[src/hw/rtl/cwac_pkg.sv]
// Shared definitions for the chinese-wall access checker.
// Holds field widths, op and register codes, parameter defaults and the
// controller-to-datapath command struct. No dependencies.
`timescale 1ns / 1ps

package cwac_pkg;

  // Parameter defaults
  localparam int SUBJECTS_DEF  = 8;
  localparam int OBJECTS_DEF   = 16;
  localparam int COMPANIES_DEF = 16;

  // Field widths fixed by the request format
  localparam int OP_W      = 2;
  localparam int SUBJECT_W = 3;
  localparam int OBJECT_W  = 4;
  localparam int NIBBLE_W  = 4;

  // Configuration port
  localparam int CFG_IDX_W  = 1;
  localparam int CFG_DATA_W = 64;

  localparam logic [CFG_IDX_W-1:0] CFG_OBJECT_COMPANY = 1'd0;
  localparam logic [CFG_IDX_W-1:0] CFG_COMPANY_CLASS  = 1'd1;

  // Request op codes
  localparam logic [OP_W-1:0] OP_CLEAR = 2'd0;
  localparam logic [OP_W-1:0] OP_READ  = 2'd1;
  localparam logic [OP_W-1:0] OP_WRITE = 2'd2;

  // Conflict class that never conflicts
  localparam logic [NIBBLE_W-1:0] NO_CLASS = 4'd15;

  typedef struct packed {
    logic load;    // capture the incoming request
    logic commit;  // decide, update history and load the response
  } cwac_cmd_t;

endpackage

[src/hw/rtl/chinese_wall_access_checker_unit.sv]
// Top level of the chinese-wall access checker.
// Joins cwac_ctrl and cwac_datapath; depends on cwac_pkg.
//
//   channel   handshake              payload
//   request   req_valid / req_ready  op, subject, object
//   response  rsp_valid / rsp_ready  granted
//   config    cfg_we                 cfg_index, cfg_data (no read-back)
//
// A request is handled in two steps: capture, then commit, which reads the
// subject's history row, runs the compare and priority pick over all objects,
// updates the marks and loads the response register. The next request is
// taken in the cycle after commit, even while the response still waits.
// A stalled response holds the commit of the following request.
// Reset (rst, synchronous) clears the maps and all read/write history.
`timescale 1ns / 1ps

module chinese_wall_access_checker_unit #(
  parameter int SUBJECTS  = cwac_pkg::SUBJECTS_DEF,
  parameter int OBJECTS   = cwac_pkg::OBJECTS_DEF,
  parameter int COMPANIES = cwac_pkg::COMPANIES_DEF
) (
  input  logic                            clk,
  input  logic                            rst,
  // request channel
  input  logic                            req_valid,
  output logic                            req_ready,
  input  logic [cwac_pkg::OP_W-1:0]       op,
  input  logic [cwac_pkg::SUBJECT_W-1:0]  subject,
  input  logic [cwac_pkg::OBJECT_W-1:0]   object,
  // response channel
  output logic                            rsp_valid,
  input  logic                            rsp_ready,
  output logic                            granted,
  // configuration writes
  input  logic                            cfg_we,
  input  logic [cwac_pkg::CFG_IDX_W-1:0]  cfg_index,
  input  logic [cwac_pkg::CFG_DATA_W-1:0] cfg_data
);

  // Commands from the controller into the datapath
  cwac_pkg::cwac_cmd_t cmd;

  // Sequence each request: capture, then commit once the response slot frees
  cwac_ctrl u_ctrl (
    .clk       (clk),
    .rst       (rst),
    .req_valid (req_valid),
    .req_ready (req_ready),
    .rsp_valid (rsp_valid),
    .rsp_ready (rsp_ready),
    .cmd       (cmd)
  );

  // Hold maps and history; decide grant or deny
  cwac_datapath #(
    .SUBJECTS  (SUBJECTS),
    .OBJECTS   (OBJECTS),
    .COMPANIES (COMPANIES)
  ) u_datapath (
    .clk       (clk),
    .rst       (rst),
    .cmd       (cmd),
    .cfg_we    (cfg_we),
    .cfg_index (cfg_index),
    .cfg_data  (cfg_data),
    .op        (op),
    .subject   (subject),
    .object    (object),
    .granted   (granted)
  );

endmodule

[src/hw/rtl/cwac_datapath.sv]
// Datapath of the chinese-wall access checker: request registers, map
// registers, per-subject read/write history and the access decision.
// Depends on cwac_pkg.
`timescale 1ns / 1ps

module cwac_datapath #(
  parameter int SUBJECTS  = cwac_pkg::SUBJECTS_DEF,
  parameter int OBJECTS   = cwac_pkg::OBJECTS_DEF,
  parameter int COMPANIES = cwac_pkg::COMPANIES_DEF
) (
  input  logic                            clk,
  input  logic                            rst,
  input  cwac_pkg::cwac_cmd_t             cmd,
  input  logic                            cfg_we,
  input  logic [cwac_pkg::CFG_IDX_W-1:0]  cfg_index,
  input  logic [cwac_pkg::CFG_DATA_W-1:0] cfg_data,
  input  logic [cwac_pkg::OP_W-1:0]       op,
  input  logic [cwac_pkg::SUBJECT_W-1:0]  subject,
  input  logic [cwac_pkg::OBJECT_W-1:0]   object,
  output logic                            granted
);

  localparam int SubjW = (SUBJECTS > 1) ? $clog2(SUBJECTS) : 1;
  localparam int ObjW  = (OBJECTS > 1) ? $clog2(OBJECTS) : 1;

  logic [cwac_pkg::CFG_DATA_W-1:0] object_company_map;
  logic [cwac_pkg::CFG_DATA_W-1:0] company_class_map;

  logic [cwac_pkg::OP_W-1:0]      req_op;
  logic [cwac_pkg::SUBJECT_W-1:0] req_subject;
  logic [cwac_pkg::OBJECT_W-1:0]  req_object;

  logic [OBJECTS-1:0] read_marks  [SUBJECTS];
  logic [OBJECTS-1:0] write_marks [SUBJECTS];

  logic [SubjW-1:0]              row_idx;
  logic [ObjW-1:0]               obj_idx;
  logic [OBJECTS-1:0]            touched;
  logic [OBJECTS-1:0]            set_mask;
  logic [cwac_pkg::NIBBLE_W-1:0] want_comp;
  logic [cwac_pkg::NIBBLE_W-1:0] want_class;
  logic                          deny;
  logic                          req_ok;
  logic                          allow;

  function automatic logic [cwac_pkg::NIBBLE_W-1:0] class_of(
    input logic [cwac_pkg::NIBBLE_W-1:0]   comp,
    input logic [cwac_pkg::CFG_DATA_W-1:0] cmap
  );
    logic [cwac_pkg::NIBBLE_W-1:0] cls;
    if (int'(comp) >= COMPANIES) begin
      cls = cwac_pkg::NO_CLASS;
    end else begin
      cls = cmap[{comp, 2'b00} +: cwac_pkg::NIBBLE_W];
    end
    return cls;
  endfunction

  // Configuration registers
  always_ff @(posedge clk) begin
    if (rst) begin
      object_company_map <= '0;
      company_class_map  <= '0;
    end else if (cfg_we) begin
      unique case (cfg_index)
        cwac_pkg::CFG_OBJECT_COMPANY: object_company_map <= cfg_data;
        cwac_pkg::CFG_COMPANY_CLASS:  company_class_map  <= cfg_data;
        default: ;
      endcase
    end
  end

  // Request capture
  always_ff @(posedge clk) begin
    if (cmd.load) begin
      req_op      <= op;
      req_subject <= subject;
      req_object  <= object;
    end
  end

  assign row_idx    = SubjW'(req_subject);
  assign obj_idx    = ObjW'(req_object);
  assign touched    = read_marks[row_idx] | write_marks[row_idx];
  assign set_mask   = OBJECTS'(1) << obj_idx;
  assign want_comp  = object_company_map[{req_object, 2'b00} +: cwac_pkg::NIBBLE_W];
  assign want_class = class_of(want_comp, company_class_map);

  // Scan earlier objects in index order; the first hit of either kind decides
  always_comb begin
    logic                          found;
    logic [cwac_pkg::NIBBLE_W-1:0] comp;
    logic [cwac_pkg::NIBBLE_W-1:0] cls;
    found = 1'b0;
    deny  = 1'b0;
    for (int k = 0; k < OBJECTS; k++) begin
      comp = object_company_map[k*cwac_pkg::NIBBLE_W +: cwac_pkg::NIBBLE_W];
      cls  = class_of(comp, company_class_map);
      if (!found && touched[k]) begin
        if (comp == want_comp) begin
          found = 1'b1;
        end else if (cls == want_class && cls != cwac_pkg::NO_CLASS) begin
          found = 1'b1;
          deny  = 1'b1;
        end
      end
    end
  end

  assign req_ok = (int'(req_subject) < SUBJECTS) && (int'(req_object) < OBJECTS) &&
                  (req_op == cwac_pkg::OP_READ || req_op == cwac_pkg::OP_WRITE);
  assign allow  = touched[obj_idx] || !deny;

  // History and response
  always_ff @(posedge clk) begin
    if (rst) begin
      for (int s = 0; s < SUBJECTS; s++) begin
        read_marks[s]  <= '0;
        write_marks[s] <= '0;
      end
    end else if (cmd.commit) begin
      if (req_op == cwac_pkg::OP_CLEAR) begin
        for (int s = 0; s < SUBJECTS; s++) begin
          read_marks[s]  <= '0;
          write_marks[s] <= '0;
        end
      end else if (req_ok && allow) begin
        if (req_op == cwac_pkg::OP_READ) begin
          read_marks[row_idx] <= read_marks[row_idx] | set_mask;
        end else begin
          write_marks[row_idx] <= write_marks[row_idx] | set_mask;
        end
      end
    end
  end

  always_ff @(posedge clk) begin
    if (cmd.commit) begin
      granted <= (req_op == cwac_pkg::OP_CLEAR) || (req_ok && allow);
    end
  end

endmodule

[src/hw/rtl/cwac_ctrl.sv]
// Controller of the chinese-wall access checker: request/response handshake
// and sequencing of the datapath through load and commit commands.
// Depends on cwac_pkg.
`timescale 1ns / 1ps

module cwac_ctrl (
  input  logic                clk,
  input  logic                rst,
  input  logic                req_valid,
  output logic                req_ready,
  output logic                rsp_valid,
  input  logic                rsp_ready,
  output cwac_pkg::cwac_cmd_t cmd
);

  typedef enum logic {
    ST_IDLE,
    ST_CHECK
  } state_t;

  state_t state;

  assign req_ready  = (state == ST_IDLE);
  assign cmd.load   = req_valid && req_ready;
  // Commit only when the response slot is free or being drained
  assign cmd.commit = (state == ST_CHECK) && (!rsp_valid || rsp_ready);

  always_ff @(posedge clk) begin
    if (rst) begin
      state     <= ST_IDLE;
      rsp_valid <= 1'b0;
    end else begin
      unique case (state)
        ST_IDLE:  if (cmd.load) state <= ST_CHECK;
        ST_CHECK: if (cmd.commit) state <= ST_IDLE;
        default:  state <= ST_IDLE;
      endcase
      if (cmd.commit) begin
        rsp_valid <= 1'b1;
      end else if (rsp_ready) begin
        rsp_valid <= 1'b0;
      end
    end
  end

endmodule
[config.mk]
export PLATFORM = sky130hd
export DESIGN_NAME = chinese_wall_access_checker_unit
export DESIGN_NICKNAME = d
export VERILOG_FILES = /design/src/hw/rtl/cwac_pkg.sv /design/src/hw/rtl/chinese_wall_access_checker_unit.sv /design/src/hw/rtl/cwac_datapath.sv /design/src/hw/rtl/cwac_ctrl.sv
export SDC_FILE = /design/constraint.sdc
export NUM_CORES = 1
export LEC_CHECK = 0
export BUFFER_PORTS_ARGS = -buffer_cell sky130_fd_sc_hd__buf_2
export CORE_MARGIN = 4
export CORE_UTILIZATION = 55
export CTS_CLUSTER_DIAMETER = 80
export DETAILED_ROUTE_END_ITERATION = 8
export GPL_TIMING_DRIVEN = 0
export PLACE_DENSITY = 0.76
export SLEW_MARGIN = 20
export SYNTH_ARGS = -nofsm -noshare
export SYNTH_HDL_FRONTEND = slang
export SYNTH_SLANG_ARGS = --single-unit
[constraint.sdc]
create_clock -name clk -period 10.4 [get_ports clk]
set_input_delay 2.08 -clock clk [delete_from_list [all_inputs] [get_ports clk]]
set_output_delay 2.08 -clock clk [all_outputs]
set_load 0.01 [all_outputs]
==> metrics.cfg <==
[power]
ir_drop_uv = 142.2
p_leak_nw = 10.83
total_power_mw = 4.695
power_density_nw_per_um2 = 145.0

[timing]
slew_headroom_pct = 21.73
min_period_ps = 7531
setup_viol_count_final = 0
worst_pin_slew_ps = 1174
fin_crit_sh_pct = 72.41
rsz0062_at_grt = false
finClkSkew_ps = 32.79
final_hold_viol_count = 0
slew_viol_final = 0
finalSetupTns_ps = 0
fmax_mhz = 132.8

[yosys]
synth_edf_count = 266
async_flop_share_pct = 0
synth-compound-area-share_pct = 6.991
synth.avg_cell_area_um2 = 12.02
synthSimpleGateAreaFrac_pct = 14.79
ys_seq_area_share_pct = 36.06
syn_nets = 2538
synth_cells = 2457
synth_area_leaders = mux4_2, edfxtp_1, dfxtp_1
yosys.cell_types.count = 81
syn-cell-area_um2 = 29530
yosys-mux-area-fraction_pct = 33.74
synth_warnings = 0
synth_top_area_share_pct = 30.12
synth_area_leader_cell = mux4_2
ys_ff_latch = 399
synth_top_family_by_area = multiplexers
synthXorXnorAreaFrac_pct = 3.406
synth-adder-area-share_pct = 0.08474
synth_top_flop_cell = edfxtp_1

[layout]
drive_above_1_share_pct = 26.15
final_common_cell = mux4_2
area_delta_synth_final_pct = 9.609
nFillCells = 4274
final_cell_mix = mux4_2, nand2_1, edfxtp_1
nets = 2668
final_cells = 3314
final_area_um2 = 32370

[worst_setup_path]
cp.arrival_ps = 7740
worstPathMaxFanout = 16
required_ps = 10610
startpoint_type = flop
critPathKind = reg -> reg
critPathCaptureType = flop

[clocking]
htreeDepth = 2
cts-root-buf = clkbuf_16
clkSinkCount = 399
cts_tree = built
cts_resized = 0
clkLatencyLatePin_ps = 620
cts_setup_buffers = 0
numCtsBuffers = 46
clkTransAtPathRegs_ps = 60
clockBufferDepth = 3
hold_buffers = 0

[place]
place_inst = 3227
post_dp_cell_area_um2 = 30820
place_hpwl_um = 84570
portBuffers = 80
gp_congestion = 1.043

[drt]
wl_per_cell_um = 34.20
post-route-drc-count = 0
initialDrtViolationCount = 3862
vias_per_cell = 7.255
antenna_left = 0
wl_um = 113300
dr.pass1.iters = 6
vias = 24040

[floorplanning]
die_area_um2 = 57460
chipHeight_um = 239.7
core_area_um2 = 52870
start_util_pct = 55.86
chipWidth_um = 239.7
pin_count = 82
rows = 84

[outcome]
outcome = completed

[global_route]
grt_use_total_pct = 39.52
grt_pass1_wl_um = 163600
grt_max_degree = 17
grt_pass1_vias = 23570
grt_overflow = 0
antenna_found_initial = 5

[run]
drv_cap = 0

[min_path]
hp-class = reg -> reg

==> logic make-up (layout without fill, tap and decap cells) <==
kind of cell,count (synthesis),in the layout
AND/OR/NAND/NOR,845,845
multiplexers,500,500
flip-flops,399,399
buffers and inverters,310,476
AO/OA/AOI/OAI,287,287
XOR/XNOR,114,114
adder cells (fa/ha/maj),2,2
other,0,3
==> Yosys cell counts (16+ instances only) <==
master and count:
a211oi_1 16, nand2_1 340, xor2_1 40, a21oi_1 149, buf_1 71, mux2i_1 91
nor3_1 24, nand3_1 31, nand4_1 20, nand2b_1 26, buf_6 17, and3_1 21
nor2_1 56, and2_1 259, buf_2 30, nor4_1 18, mux4_2 395, buf_4 16
xnor2_1 73, o21ai_0 41, edfxtp_1 266, dfxtp_1 133, clkbuf_1 157
==> worst max-delay path: stages, from the launching register on <==
cell and delay, ps:
dfxtp_1 310, clkbuf_1 740, mux4_2 430, nand3b_1 110, nand4_2 200, buf_1 460, clkbuf_1 710, a211oi_1 170
nor4_1 320, buf_4 290, buf_6 220, xor2_1 100, and4_1 230, and3b_1 190, o21ai_2 590, nand3_4 360
a2111oi_4 700, nand2b_1 930
==> metrics by stage <==
step	utilization [%]	hold slack, ps	setup WS, ps
2_1_floorplan	-	473.6	5194
3_3_place_gp	58.25	473.9	2835
3_5_place_dp	58.30	493.0	3095
4_1_cts	61.18	500.6	3064
5_1_grt	61.21	554.5	2717
6_report	61.23	505.9	2869
==> cell type report <==
cell class	count	area, um^2	area share (%)
tap	688	860.8	2.659
clock inverter	27	302.8	0.9354
timing repair buffer	82	416.7	1.287
sequential	399	10650	32.90
multi-input combinational	1748	17450	53.91
clock buffer	57	1222	3.777
inverter	14	52.55	0.1624
antenna	3	7.507	0.02319
buffer	296	1406	4.345
==> worst paths after layout <==
path,slack [ps],endpoint,start,cells past startpoint
max reg2reg,2870,u_datapath.read_marks[0][6],u_datapath.object_company_map[57],17
max,2870,u_datapath.read_marks[0][6],u_datapath.object_company_map[57],17
min,510,u_ctrl.rsp_valid,u_ctrl.rsp_valid,2
min reg2reg,510,u_ctrl.rsp_valid,u_ctrl.rsp_valid,2
==> registers in the layout, summed over array words and instances, names as in the netlist, named ones only <==
register / count
u_datapath.read_marks: 128
u_datapath.write_marks: 128
u_datapath.company_class_map: 64
u_datapath.object_company_map: 64
u_datapath.obj_idx: 4
u_datapath.req_subject: 3
u_datapath.req_op: 2
u_ctrl.rsp_valid: 1
u_ctrl.state: 1
u_datapath.granted: 1
==> per-layer routing <==
layer / up-vias / routed length, um / global-route usage (%)
met2: 2141 / 47450 / 55.78
li1: 9604 / - / -
met1: 11920 / 41470 / 55.52
met4: 6 / 6260 / 17.70
met5: - / 117 / 1.852
met3: 371 / 18040 / 13.68
==> report_power, final <==
group	leakage (nW)	switching (mW)	internal, mW
clock network	0.737	0.728	0.948
registers	3.85	0.0648	1.77
logic	6.25	0.743	0.445
Note: power is estimated with default switching activity, not from simulation.
